`config.mk`:
```
export PLATFORM = sky130hd
export DESIGN_NAME = fat12cw_queue
export DESIGN_NICKNAME = d
export VERILOG_FILES = /design/src/rtl/core/fat12cw_pkg.sv /design/src/rtl/core/fat12cw_queue.sv
export SDC_FILE = /design/constraint.sdc
export NUM_CORES = 1
export LEC_CHECK = 0
export ABC_AREA = 0
export BUFFER_PORTS_ARGS = -buffer_cell sky130_fd_sc_hd__buf_2
export CAP_MARGIN = 0
export CORE_ASPECT_RATIO = 0.7
export CORE_UTILIZATION = 45
export DETAILED_ROUTE_END_ITERATION = 12
export PLACE_DENSITY = 0.7
export SLEW_MARGIN = 20
export SYNTH_ARGS = -nofsm -noshare
export SYNTH_HDL_FRONTEND = slang
export SYNTH_SLANG_ARGS = --single-unit
```
`constraint.sdc`:
```
create_clock -name clk -period 3.9 [get_ports clk]
set_input_delay 0 -clock clk [delete_from_list [all_inputs] [get_ports clk]]
set_output_delay 0 -clock clk [all_outputs]
set_load 0.01 [all_outputs]
```
`src/rtl/core/fat12cw_pkg.sv`:
```
// ----------------------------------------------------------------------------
// fat12cw_pkg
// Shared types and constants of the FAT12 cluster chain walker.
// ----------------------------------------------------------------------------
package fat12cw_pkg;

  localparam int FAT_BYTES_DEFAULT = 8192;
  localparam int MAX_SPC_DEFAULT   = 64;

  localparam int ADDR_W    = 13;   // table_address
  localparam int CLUSTER_W = 12;   // cluster_number, next_cluster
  localparam int SECTOR_W  = 32;
  localparam int SPC_W     = 7;
  localparam int DATA_W    = 16;   // widest config register
  localparam int CFG_IDX_W = 3;
  localparam int DS_W      = 20;   // reserved + copies*spf + root

  localparam int QUEUE_DEPTH = 4;

  localparam logic [CLUSTER_W-1:0] CHAIN_END_LOW = 12'hFF8;

  localparam logic KIND_LOAD   = 1'b0;
  localparam logic KIND_FOLLOW = 1'b1;

  localparam logic [CFG_IDX_W-1:0] CFG_RESERVED = 3'd0;
  localparam logic [CFG_IDX_W-1:0] CFG_COPIES   = 3'd1;
  localparam logic [CFG_IDX_W-1:0] CFG_SPF      = 3'd2;
  localparam logic [CFG_IDX_W-1:0] CFG_ROOT     = 3'd3;
  localparam logic [CFG_IDX_W-1:0] CFG_SPC      = 3'd4;

  typedef struct packed {
    logic [15:0]      reserved_sectors;
    logic [2:0]       fat_copies;
    logic [15:0]      sectors_per_fat;
    logic [15:0]      root_dir_sectors;
    logic [SPC_W-1:0] sectors_per_cluster;
  } cfg_t;

  // One classified follow request, handed from front to back.
  typedef struct packed {
    logic [SECTOR_W-1:0]  base;
    logic [CLUSTER_W-1:0] next_cluster;
    logic                 chain_end;
    logic [SPC_W-1:0]     spc;
  } job_t;

endpackage

```
`src/rtl/core/fat12cw_queue.sv`:
```
// ----------------------------------------------------------------------------
// fat12cw_queue
// Small register FIFO of decoded follow jobs between front and back.
// ----------------------------------------------------------------------------
module fat12cw_queue (
  input  logic              clk,
  input  logic              rst,
  input  logic              push,
  input  fat12cw_pkg::job_t push_job,
  input  logic              pop,
  output logic              head_valid,
  output fat12cw_pkg::job_t head_job,
  output logic [$clog2(fat12cw_pkg::QUEUE_DEPTH+1)-1:0] count
);

  localparam int PTR_W = $clog2(fat12cw_pkg::QUEUE_DEPTH);
  localparam int CNT_W = $clog2(fat12cw_pkg::QUEUE_DEPTH + 1);

  fat12cw_pkg::job_t slots [fat12cw_pkg::QUEUE_DEPTH];
  logic [PTR_W-1:0] wr_ptr;
  logic [PTR_W-1:0] rd_ptr;
  logic             do_pop;

  assign head_valid = count != '0;
  assign head_job   = slots[rd_ptr];
  assign do_pop     = pop && head_valid;

  always_ff @(posedge clk) begin
    if (rst) begin
      wr_ptr <= '0;
      rd_ptr <= '0;
      count  <= '0;
    end else begin
      if (push) begin
        wr_ptr <= wr_ptr + PTR_W'(1);
      end
      if (do_pop) begin
        rd_ptr <= rd_ptr + PTR_W'(1);
      end
      count <= count + CNT_W'(push) - CNT_W'(do_pop);
    end
    if (push) begin
      slots[wr_ptr] <= push_job;
    end
  end

endmodule

```
# Yosys cells after proc, flatten, opt, wreduce, memory -nomap -nowiden
# Memories as Yosys holds them, arrays and structs flattened. A register that Yosys moved wholly into a read port is not among the register bits.
# Cells that the tools add are included.
# totals
memories	1
regBits	7
ram_bits	208
output_inout_bits	56
word_cells	14
inputBits	56
# classes
reduce_logical	2
n_mux	4
addsub	4
# mem_list
memory	words	width	read_ports	rd_clocked_by_memory_dff	wr	line	text
slots	4	52	1	1	1	fat12cw_queue.sv:19	fat12cw_pkg::job_t slots [fat12cw_pkg::QUEUE_DEPTH];
# ops
operator	n
adder 2 x 1 -> 2 bit, second input constant	2
two-way mux 2 bit	2
adder 3 x 1 -> 3 bit	1
nonzero test 3 bit	1
subtractor 3 x 1 -> 3 bit	1
two-way mux 1 bit	2
logical AND 1 bit	1

# Depth between registers and ports, before layout
# logic_depth
word_depth	4
ltp_mapped	7
ltp_nobuf	7

# Least setup slack after synthesis
# Ideal clock, no wire load.
# synth_timing
path_type	register -> register
start	register wr_ptr[0]
end	memory slots[2][0] (netlist name) (enable)
t_arrival_ps	1779
synth_period_minus_slack_ps	2194
setup_ps	415
path_slack_ps	1706
path_buffers	0
required_time_ps	3485
stages_incl_launch_ff	4
cell_sequence	dfxtp_1 > inv_1 > ha_1 > and2_1
# synth_lines
element	line	text
from (decl)	fat12cw_queue.sv:20	logic [PTR_W-1:0] wr_ptr;
from (signal assigned)	fat12cw_queue.sv:35	wr_ptr <= wr_ptr + PTR_W'(1);
to (decl)	fat12cw_queue.sv:19	
# Straight into the memory's write port.

==> impl_results.md <==
* Status: finished, final reports clean
* DIE AREA at ~0.018 mm²
* Tmin final at 2420 ps
* Starting DRT DRC Count at between 200 and 300
* Worst-Skew Late Latency at roughly 480 ps
* Worst hold path depth at 2
* Post-route ant nets at 0
* Slew HR at 0.310
* Overall routed net length at ~14 mm
* Final hold vios at 0
* Global routing usage on met1 at 0.224
* Die H at ~110 µm
* Storage cell area at ~0.0064 mm²
* RSZ-0062 raised after global routing: no
* Switching share of power at 0.238
* Placement Rows at 40
* Multi-input logic area at roughly 0.0014 mm²
* Cell Int Power at 0.00431 W
* Diodes inserted at 0
* DP HPWL at roughly 8.7 mm
* Synth warn at 0
* Max-slew violations at 0
* Seq pwr share at 0.495
* First-pass GRT wire length at approximately 22 mm
* DR pass1 iterations at 4
* Syn_area_per_cell at ~25 µm²
* Final period util at 0.620
* CTS sink count at 217
* Mapped Area at 0.00804 mm²
* Via/cell ratio at 5.12
* Worst Skew at 5.99 ps
* Total power at roughly 0.0057 W
* Routability Congestion at 0.712
* Die width at 162 µm
* Logic pwr share at 0.181
* Total GRT Usage at 0.162
* Crit Path Max Fanout at 38
* Total Neg Setup Slack at 0 ps
* Post-CTS setup repair buffer count at 0
* Netlist cell types at 21
* Worst path arrival time at 2420 ps
* Hold crit path type: in -> reg
* Num CTS Buffers at 20
* Pre-CTS worst setup slack at 1760 ps
* PortBufs at around 110
* Final core occ at 0.576
* Max Buffers Root-to-Sink at 3
* Hold buffer count at CTS at 55
* CTS-repair resized insts at 0
* Hold Crit Start: push_job[7]
* Max-cap violations at 0
* Remaining global-route overflow at 0
* Final Cell Area at around 0.010 mm²
* Clock Power Share at 0.324
* Syn Nets at 380
* Post-Synthesis Cells at about 320
* Most Crowded Layer GR: met2
* Most frequent cells in the layout: edfxtp_1, buf_2, dlygate4sd3_1
* # DRC at 0
* Wire per inst at 19.4 µm
* Crit path launch type: flop
* Yosys reg bits at 217
* Worst-margin pin slew at just over 1000 ps
* # nets final at between 500 and 600
* Largest net degree at the start of global routing at 53
* R2R Path Start: wr_ptr[0]
* Critical Setup Path Class: reg -> out
* I/O pin count at between 100 and 150
* Post-synthesis sequential area ratio at 0.800
* Vias in the first global route at approximately 4.1k
* CTS tree: built
* Reg2reg path depth at 4
* Ratio of cells with drive above 1 in the final layout at 0.394
* Power Density at 566 mW/mm²
* DR vias at approximately 3.8k
* CP Capture Type: primary output
* Initial antenna violation count at 0
* Placed Area at approximately 0.009 mm²
* Core ar. at between 0.015 and 0.02 mm²
* H-tree levels at 1
* WP data required at slightly below 4000 ps
* M2 GR Usage at 0.268
* Filler cells at 1300
* Root Driver: clkbuf_16
* Fmax at 413 MHz
* Peak VDD IR at between 0.3 and 0.4 mV
* Leakage at about 3.4 nW
* Met3 Use GR at 0.0367
* Final setup fails at 0
* Initial Util at 0.464
* Most common cell after layout, fill and taps aside: edfxtp_1
* Reg clk slew, reported paths at around 60 ps
* PnR worst setup slack at roughly 1500 ps
* Sw power at between 0.001 and 0.0015 W
* Area delta synth->final at 24.2%
## logic make-up (layout without fill, tap and decap cells)
| group | after synthesis | after routing | synth area share |
|---|---|---|---|
| xor+xnor | 2 | 2 | 0.00405 |
| fa+ha+maj | 7 | 7 | 0.0118 |
| flops | 217 | 217 | 0.800 |
| buf+inv | 19 | 215 | 0.0207 |
| mux | 56 | 56 | 0.152 |
| simple gates | 14 | 14 | 0.00934 |
| compound gates | 2 | 2 | 0.00218 |
## stage by stage
stage          hold slack [ps]  instances
2_1_floorplan             98.9        317
3_3_place_gp               212        652
3_5_place_dp               218        652
4_1_cts                    247        743
5_1_grt                    271        744
6_report                   267        744
## sequential cells by signal, summed over array words and instances, names as in the netlist, named ones only
register and count:
wr_ptr 2, count 3, slots 208, rd_ptr 2
## cell usage after synthesis
master / count / area, µm²
mux4_2: 50 / 1130
mux2_2: 3 / 33.8
xor3_1: 1 / 23.8
o31a_1: 1 / 8.76
nor2_1: 5 / 18.8
buf_12: 5 / 100
inv_1: 6 / 22.5
mux4_1: 2 / 52.6
xnor2_1: 1 / 8.76
buf_2: 5 / 25.0
dfxtp_1: 9 / 180
o311ai_0: 1 / 8.76
fa_1: 1 / 20.0
mux2i_1: 1 / 10.0
buf_6: 1 / 11.3
ha_1: 6 / 75.1
clkbuf_1: 2 / 7.51
or3_1: 1 / 6.26
and2_1: 4 / 25.0
nor2b_1: 4 / 25.0
edfxtp_1: 208 / 6250
## per-layer routing
| metal | vias to the layer above | wire (µm) |
|---|---|---|
| met5 | - | 0 |
| met4 | 0 | 195 |
| met3 | 14 | 800 |
| met2 | 112 | 6900 |
| met1 | 1981 | 6560 |
| li1 | 1702 | - |
## power groups by stage
stage               registers [W]  clock network [W]  logic, W
detailed placement        0.00293                  0  0.000903
CTS                       0.00288            0.00187  0.000950
finish                    0.00280            0.00183   0.00102
global route              0.00282            0.00196   0.00110
floorplan                 0.00278                  0  0.000757
global placement          0.00292                  0  0.000887
## cell type report
class                           instances  area share
Sequential cell                       217       0.644
Multi-Input combinational cell         81       0.145
Timing Repair Buffer                  173       0.118
Clock buffer                           30      0.0560
Tap cell                              231      0.0290
Clock inverter                          6     0.00527
Inverter                                6     0.00226
## worst paths after layout
| check | end | slack, ps |
|---|---|---|
| setup / recovery | head_job[35] | 1480 |
| hold / removal | slots[1][7] | 270 |
| setup reg to reg | slots[2][40] | 1790 |
| hold reg to reg | wr_ptr[0] | 570 |
## critical path: stages (launching register included)
cell and delay, ps:
dfxtp_2 1010, buf_4 400, mux4_2 350, buf_2 160
Note: power is estimated with default switching activity, not from simulation.
