===== src/rtl/core/fat12cw_pkg.sv =====
// ----------------------------------------------------------------------------
// fat12cw_pkg
// Shared types and constants of the FAT12 cluster chain walker.
// ----------------------------------------------------------------------------
package fat12cw_pkg;

  localparam int FAT_BYTES_DEFAULT = 8192;
  localparam int MAX_SPC_DEFAULT   = 64;

  localparam int ADDR_W    = 13;   // table_address
  localparam int CLUSTER_W = 12;   // cluster_number, next_cluster
  localparam int SECTOR_W  = 32;
  localparam int SPC_W     = 7;
  localparam int DATA_W    = 16;   // widest config register
  localparam int CFG_IDX_W = 3;
  localparam int DS_W      = 20;   // reserved + copies*spf + root

  localparam int QUEUE_DEPTH = 4;

  localparam logic [CLUSTER_W-1:0] CHAIN_END_LOW = 12'hFF8;

  localparam logic KIND_LOAD   = 1'b0;
  localparam logic KIND_FOLLOW = 1'b1;

  localparam logic [CFG_IDX_W-1:0] CFG_RESERVED = 3'd0;
  localparam logic [CFG_IDX_W-1:0] CFG_COPIES   = 3'd1;
  localparam logic [CFG_IDX_W-1:0] CFG_SPF      = 3'd2;
  localparam logic [CFG_IDX_W-1:0] CFG_ROOT     = 3'd3;
  localparam logic [CFG_IDX_W-1:0] CFG_SPC      = 3'd4;

  typedef struct packed {
    logic [15:0]      reserved_sectors;
    logic [2:0]       fat_copies;
    logic [15:0]      sectors_per_fat;
    logic [15:0]      root_dir_sectors;
    logic [SPC_W-1:0] sectors_per_cluster;
  } cfg_t;

  // One classified follow request, handed from front to back.
  typedef struct packed {
    logic [SECTOR_W-1:0]  base;
    logic [CLUSTER_W-1:0] next_cluster;
    logic                 chain_end;
    logic [SPC_W-1:0]     spc;
  } job_t;

endpackage


===== src/rtl/core/fat12cw_ifs.sv =====


interface fat12cw_out_if;
  logic                             valid;
  logic                             ready;
  logic [fat12cw_pkg::SECTOR_W-1:0]  sector_number;
  logic [fat12cw_pkg::CLUSTER_W-1:0] next_cluster;
  logic                             chain_end;
  logic                             last;

  modport source (output valid, sector_number, next_cluster, chain_end, last,
                  input ready);
  modport sink   (input valid, sector_number, next_cluster, chain_end, last,
                  output ready);
endinterface


===== src/rtl/core/fat12cw_back.sv =====
// ----------------------------------------------------------------------------
// fat12cw_back
// Expands one job into its sector results, one per cycle unless out_ch stalls, into an output reg.
// ----------------------------------------------------------------------------
module fat12cw_back (
  input  logic              clk,
  input  logic              rst,
  input  logic              head_valid,
  input  fat12cw_pkg::job_t head_job,
  output logic              pop,
  fat12cw_out_if.source     out_ch
);

  logic [fat12cw_pkg::SPC_W-1:0] idx;
  logic                          out_valid;
  logic                          advance;
  logic                          is_last;

  assign advance = head_valid && (!out_valid || out_ch.ready);
  assign is_last = idx == (head_job.spc - fat12cw_pkg::SPC_W'(1));
  assign pop     = advance && is_last;

  assign out_ch.valid = out_valid;

  always_ff @(posedge clk) begin
    if (rst) begin
      out_valid <= 1'b0;
      idx       <= '0;
    end else begin
      out_valid <= advance || (out_valid && !out_ch.ready);
      if (advance) begin
        idx <= is_last ? '0 : idx + fat12cw_pkg::SPC_W'(1);
      end
    end
    if (advance) begin
      out_ch.sector_number <= head_job.base + 32'(idx);
      out_ch.next_cluster  <= head_job.next_cluster;
      out_ch.chain_end     <= head_job.chain_end;
      out_ch.last          <= is_last;
    end
  end

endmodule


===== src/flat_wrapper.sv =====
// flat-port wrapper written by rule: the top's interface ports become plain ports
module fat12cw_back_flat 
  (clk, rst, head_valid, head_job, pop, out_ch_valid, out_ch_sector_number, out_ch_next_cluster, out_ch_chain_end, out_ch_last, out_ch_ready);
  fat12cw_out_if out_ch_i ();
  input  logic clk;
  input  logic rst;
  input  logic head_valid;
  input  fat12cw_pkg::job_t head_job;
  output logic pop;
  output wire logic [$bits(out_ch_i.valid)-1:0] out_ch_valid;
  output wire logic [$bits(out_ch_i.sector_number)-1:0] out_ch_sector_number;
  output wire logic [$bits(out_ch_i.next_cluster)-1:0] out_ch_next_cluster;
  output wire logic [$bits(out_ch_i.chain_end)-1:0] out_ch_chain_end;
  output wire logic [$bits(out_ch_i.last)-1:0] out_ch_last;
  input wire logic [$bits(out_ch_i.ready)-1:0] out_ch_ready;
  assign out_ch_valid = out_ch_i.valid;
  assign out_ch_sector_number = out_ch_i.sector_number;
  assign out_ch_next_cluster = out_ch_i.next_cluster;
  assign out_ch_chain_end = out_ch_i.chain_end;
  assign out_ch_last = out_ch_i.last;
  assign out_ch_i.ready = out_ch_ready;
  fat12cw_back u_core (.clk(clk), .rst(rst), .head_valid(head_valid), .head_job(head_job), .pop(pop), .out_ch(out_ch_i));
endmodule

===== config.mk =====
export PLATFORM = sky130hd
export DESIGN_NAME = fat12cw_back_flat
export DESIGN_NICKNAME = d
export VERILOG_FILES = /design/src/rtl/core/fat12cw_pkg.sv /design/src/rtl/core/fat12cw_ifs.sv /design/src/rtl/core/fat12cw_back.sv /design/src/flat_wrapper.sv
export SDC_FILE = /design/constraint.sdc
export NUM_CORES = 1
export LEC_CHECK = 0
export BUFFER_PORTS_ARGS = -buffer_cell sky130_fd_sc_hd__clkbuf_2
export CORE_MARGIN = 1
export CORE_UTILIZATION = 40
export CTS_BUF_LIST = sky130_fd_sc_hd__clkbuf_8
export DETAILED_ROUTE_END_ITERATION = 6
export GPL_TIMING_DRIVEN = 0
export PLACE_DENSITY = 0.68
export SYNTH_ARGS = -nofsm -noshare
export SYNTH_HDL_FRONTEND = slang
export SYNTH_SLANG_ARGS = --single-unit

===== constraint.sdc =====
create_clock -name clk -period 2.77 [get_ports clk]
set_clock_uncertainty 0.05 [all_clocks]
set_input_delay 0.1385 -clock clk [delete_from_list [all_inputs] [get_ports clk]]
set_output_delay 0.1385 -clock clk [all_outputs]
set_load 0.05 [all_outputs]

Word level (Yosys, flattened, before mapping). Index checks and enable logic that the tools add are counted.

Register bits after elaboration: 54. Latch bits: 0. Bits in writable memories: 0. Bits in read-only memories: 0. Output and inout bits: 48. Logic and storage cells: 18. Memories kept: 0.

Add/sub/neg operators: 3. Multiply operators: 0. Div/mod/pow operators: 0. Magnitude comparators: 0. Eq/ne operators: 1. Shift-type cells: 0. Muxes and demuxes: 1. Bitwise logic cells: 0. Reduce and logical (&&, ||, !) cells: 7.

Operators by type and width (count): $add A32 B7 Y32 (1); $add A7 B1 Y7 const B (1); $eq A7 B7 Y1 (1); $mux W7 (1); $sub A7 B1 Y7 const B (1); $logic_and A1 B1 Y1 (3); $logic_not A1 Y1 (2); $logic_or A1 B1 Y1 (2).

Depth between registers and ports, before layout.
Depth in word-level cells: 4. Depth in mapped cells: 8.

Worst setup path after synthesis. No wires, ideal clock.

Kind: register -> register. From: reg u_core.idx[0] (netlist bit). To: reg u_core.out_ch.sector_number[14], data pin. Setup time: 0.257 ns. Arrival: 2.377 ns. Data required time: 2.463 ns. Path slack: 0.085 ns. Cell stages (with the launch flop): 9. Path buffers: 0. Path through: dfxtp_1 ha_1 fa_1 a21o_1 a21o_1 a2111oi_0 nor2_1 and3_1 xor2_1.

Cells in the longest elaborated chain, start to end: 1.

Ends and longest elaborated chain: from (decl) (line fat12cw_back.sv:14) `logic [fat12cw_pkg::SPC_W-1:0] idx;`; from (signal assigned) (line fat12cw_back.sv:32) `idx <= is_last ? '0 : idx + fat12cw_pkg::SPC_W'(1);`; $add A32 B7 Y32 (line fat12cw_back.sv:36) `out_ch.sector_number <= head_job.base + 32'(idx);`; to (signal assigned) (line fat12cw_back.sv:36); to (decl) (line fat12cw_ifs.sv:11) `modport source (output valid, sector_number, next_cluster, chain_end, last,`.

Every way passes these cells. A chain may end at the register's enable or synchronous reset.

Worst setup path in the final report. Same ends and word-level chain as after synthesis.

==> results.toml <==
[clock_network]
clkTransAtPathRegs_ps = 100
cts-root-buf = "clkbuf_8"
cts_tree = "built"
clkLatencyLatePin_ps = 300
h-tree-depth = 2
clock-sinks = 54
cts_buffer_depth = 2
cts_setup_buffers = 0
cts_buffers = 5

[global_routing]
track_usage_pct = 15.6
grt_pass1_vias = 1967
grt_max_degree = 31
antenna_found_initial = 0
grt_pass1_wl_um = 8690
grt-ovfl-total = 0

[placed_design]
gpl.final_weighted_congestion = 0.824
io_buffers = 101
dp_hpwl_um = 4110
pre_cts_slack_ps = -366

[synthesis]
ys_seq_area_share_pct = 57.3
synthCells = 221
synth_top_cell_area_share_pct = 51.4
ys_seq_elements = 54
avgSynthCellArea_um2 = 12.2
ys_types = 41
synth_fp_nets = 287
yosysTopAreaCell = "edfxtp_1"
synth_area_leaders = "edfxtp_1 (51%), xnor2_1 (7.5%), dfxtp_1 (6.0%)"
ys_warn_count = 0
netlist_area_mm2 = 0.00269

[floorplanning]
dieArea_mm2 = 0.00705
die_w_um = 84.0
fp.dieH_um = 84.0
rows = 29
io_pins = 104
initial_utilization_pct = 41.9
core_area_mm2 = 0.00642

[drt]
first_pass_iters = 6
wire_per_inst_um = 12.9
drc_errors = 18
drtIter0Drc = 61
wl_um = 5450
ant_nets = 0
vias = 2092
avgViaCountPerCell = 4.96

[final_layout]
drive_gt1_share_pct = 34.2
antennaDiodeCount = 0
syn2layout_area_growth_pct = 33.4
final_util_pct = 55.9
fin_nets = 410
n_fill_cell = 576

[critical_path]
crit_family = "compound AO/OA/AOI/OAI gates"
cp_max_fo = 9
cpPeakStageDelay_ps = 400
crit_cells = 8
cpMostUsedCell = "a21o_1"
critical_path_required_ps = 2790
crit_path_end_kind = "flop"
setup.worst_path.start_class = "flop"
cp_cell_sequence = "ha_1 > fa_1 > a21o_1 > a21o_1 > a2111oi_4 > nor2_4 > and3_1 > xor2_1"
path_buf_inv = 0
crit_arrival_ps = 2630
critPathKind = "flop to flop"
cp_slowest_cell = "fa_1"
r2r_cells = 8

[timing]
finalSetupViolations = 0
setup_slack_ps = 154
hold_viol_final = 0
period_minus_slack_ps = 2620
tightest_slew_ps = 542
slew_headroom_pct = 63.8
max_freq_ghz = 0.382
min_period_over_period_pct = 94.5
rsz0062_at_grt = "false"
drv_slew = 0

[worst_hold_path]
worst_hold_path_type = "input pin to flop"
holdPathStages = 3

[status]
status = "finished, violations left"
violations = "design-rule violations"

[job]
maxCapViolCount = 0

[power_and_ir_drop]
power.density_mw_per_mm2 = 511
ir_drop_mv = 0.216
p_leak_uw = 0.00152
==> cells by family after synthesis <==
| logic type | after synthesis | share of synthesized area [%] |
|---|---|---|
| and+or+nand+nor | 82 | 17.4 |
| DFF | 54 | 57.3 |
| xor gates and xnor gates | 38 | 12.4 |
| AOI/OAI and AO/OA | 27 | 6.61 |
| buffers and inverters | 10 | 1.40 |
| adders and majority gates | 10 | 4.93 |
==> power breakdown <==
part	internal, uW	switching [uW]	total (uW)
Combinational	111	254	365
Clock	266	251	517
Sequential	937	15.3	952
Total	1310	520	1830
==> final cells by class <==
class                           instances  area, um2  area share, %
Buffer                                  4       16.3          0.453
Clock buffer                            5       68.8           1.92
Inverter                                6       22.5          0.628
Multi-Input combinational cell        157       1140           31.7
Sequential cell                        54       1540           43.0
Tap cell                               77       96.3           2.69
Clock inverter                          3       40.0           1.12
Timing Repair Buffer                  116        666           18.6
==> cell usage in the layout, fill, tap and decap left out, types with 2 or more instances in the layout <==
master	count
o21ai_0	3
and3_1	9
clkinv_2	2
and4_1	2
ha_1	9
clkbuf_2	102
inv_1	5
nand3b_1	4
nand3_1	10
nand4_1	12
nor2_1	7
and2_1	2
a21o_1	3
clkbuf_1	2
nand2_1	16
nand2b_1	2
dlygate4sd3_1	14
edfxtp_1	46
xnor2_1	23
nor3_1	6
or4_1	2
clkbuf_8	5
dfxtp_1	8
a31oi_1	3
a21oi_1	10
xor2_1	15
==> stage by stage <==
step / TNS (ps) / instance area (um2) / power, uW / std cells / hold WS (ps)
after global placement: -1720 / 3290 / 1310 / 399 / 266
final: 0 / 3590 / 1830 / 422 / 75.2
after detailed placement: -2160 / 3310 / 1320 / 400 / 267
after CTS: 0 / 3580 / 1860 / 422 / 69.8
after global routing: 0 / 3590 / 1910 / 422 / 74.4
after floorplan: 0 / 2690 / 1210 / 221 / 187
==> synth_stat cells <==
library cell / n
or3_1: 1
or3b_2: 1
nand2b_1: 2
fa_1: 1
and3_1: 9
nand4b_1: 1
and4_1: 2
nand3_1: 10
a31oi_1: 3
o21a_1: 1
nor3_1: 6
inv_1: 6
nand2_1: 16
nand3b_1: 4
xor2_1: 15
ha_1: 9
nor2_1: 8
or4b_1: 1
o31ai_1: 1
a41oi_1: 1
clkbuf_1: 3
and2_1: 2
a21oi_1: 10
o21ai_0: 3
o32ai_1: 1
xnor2_1: 23
buf_1: 1
or4_1: 2
a2111oi_0: 1
nor2b_1: 1
or2b_1: 1
dfxtp_1: 8
nor3_2: 1
nor4_1: 1
o21bai_1: 1
edfxtp_1: 46
a21o_1: 3
a211oi_2: 1
or4b_4: 1
a311o_1: 1
nand4_1: 12
==> sequential cells by signal, summed over array words and instances (netlist names) <==
register                     count
u_core.idx                       7
u_core.out_ch.sector_number     32
u_core.out_ch.next_cluster      12
u_core.out_ch.last               1
u_core.out_ch.chain_end          1
u_core.out_ch.valid              1
==> path summary, 6_finish.rpt <==
path / startpoint / endpoint / slack [ps]
setup / recovery: u_core.idx[0]$_SDFFE_PP0P_ / u_core.out_ch.sector_number[14]$_DFFE_PP_ / 150
hold / removal: out_ch_ready / u_core.out_ch.valid$_SDFF_PP0_ / 80
setup reg to reg: u_core.idx[0]$_SDFFE_PP0P_ / u_core.out_ch.sector_number[14]$_DFFE_PP_ / 150
hold reg to reg: u_core.out_ch.valid$_SDFF_PP0_ / u_core.out_ch.valid$_SDFF_PP0_ / 470
==> routing by layer <==
layer	vias up	global-route usage, %	part of all wire (%)
met3	7	3.66	5.1
li1	1080	-	-
met1	943	18.6	43
met2	62	27.7	51
met4	0	5.17	1.6
met5	-	0	0
==> worst register-to-register path, stage by stage (launching register included) <==
cell	delay [ps]
dfxtp_1	390
ha_1	230
fa_1	400
a21o_1	200
a21o_1	220
a2111oi_4	400
nor2_4	130
and3_1	220
xor2_1	140
==> what timing repair did <==
item | 4_1_cts | 5_1_grt
gates resized for setup | 4 | 3
hold buffers | 14 | 0
pin swaps | 0 | 1
hold endpoints to repair | 14 | 0
setup endpoints to repair | 9 | 3
(Power assumes the default switching activity.)
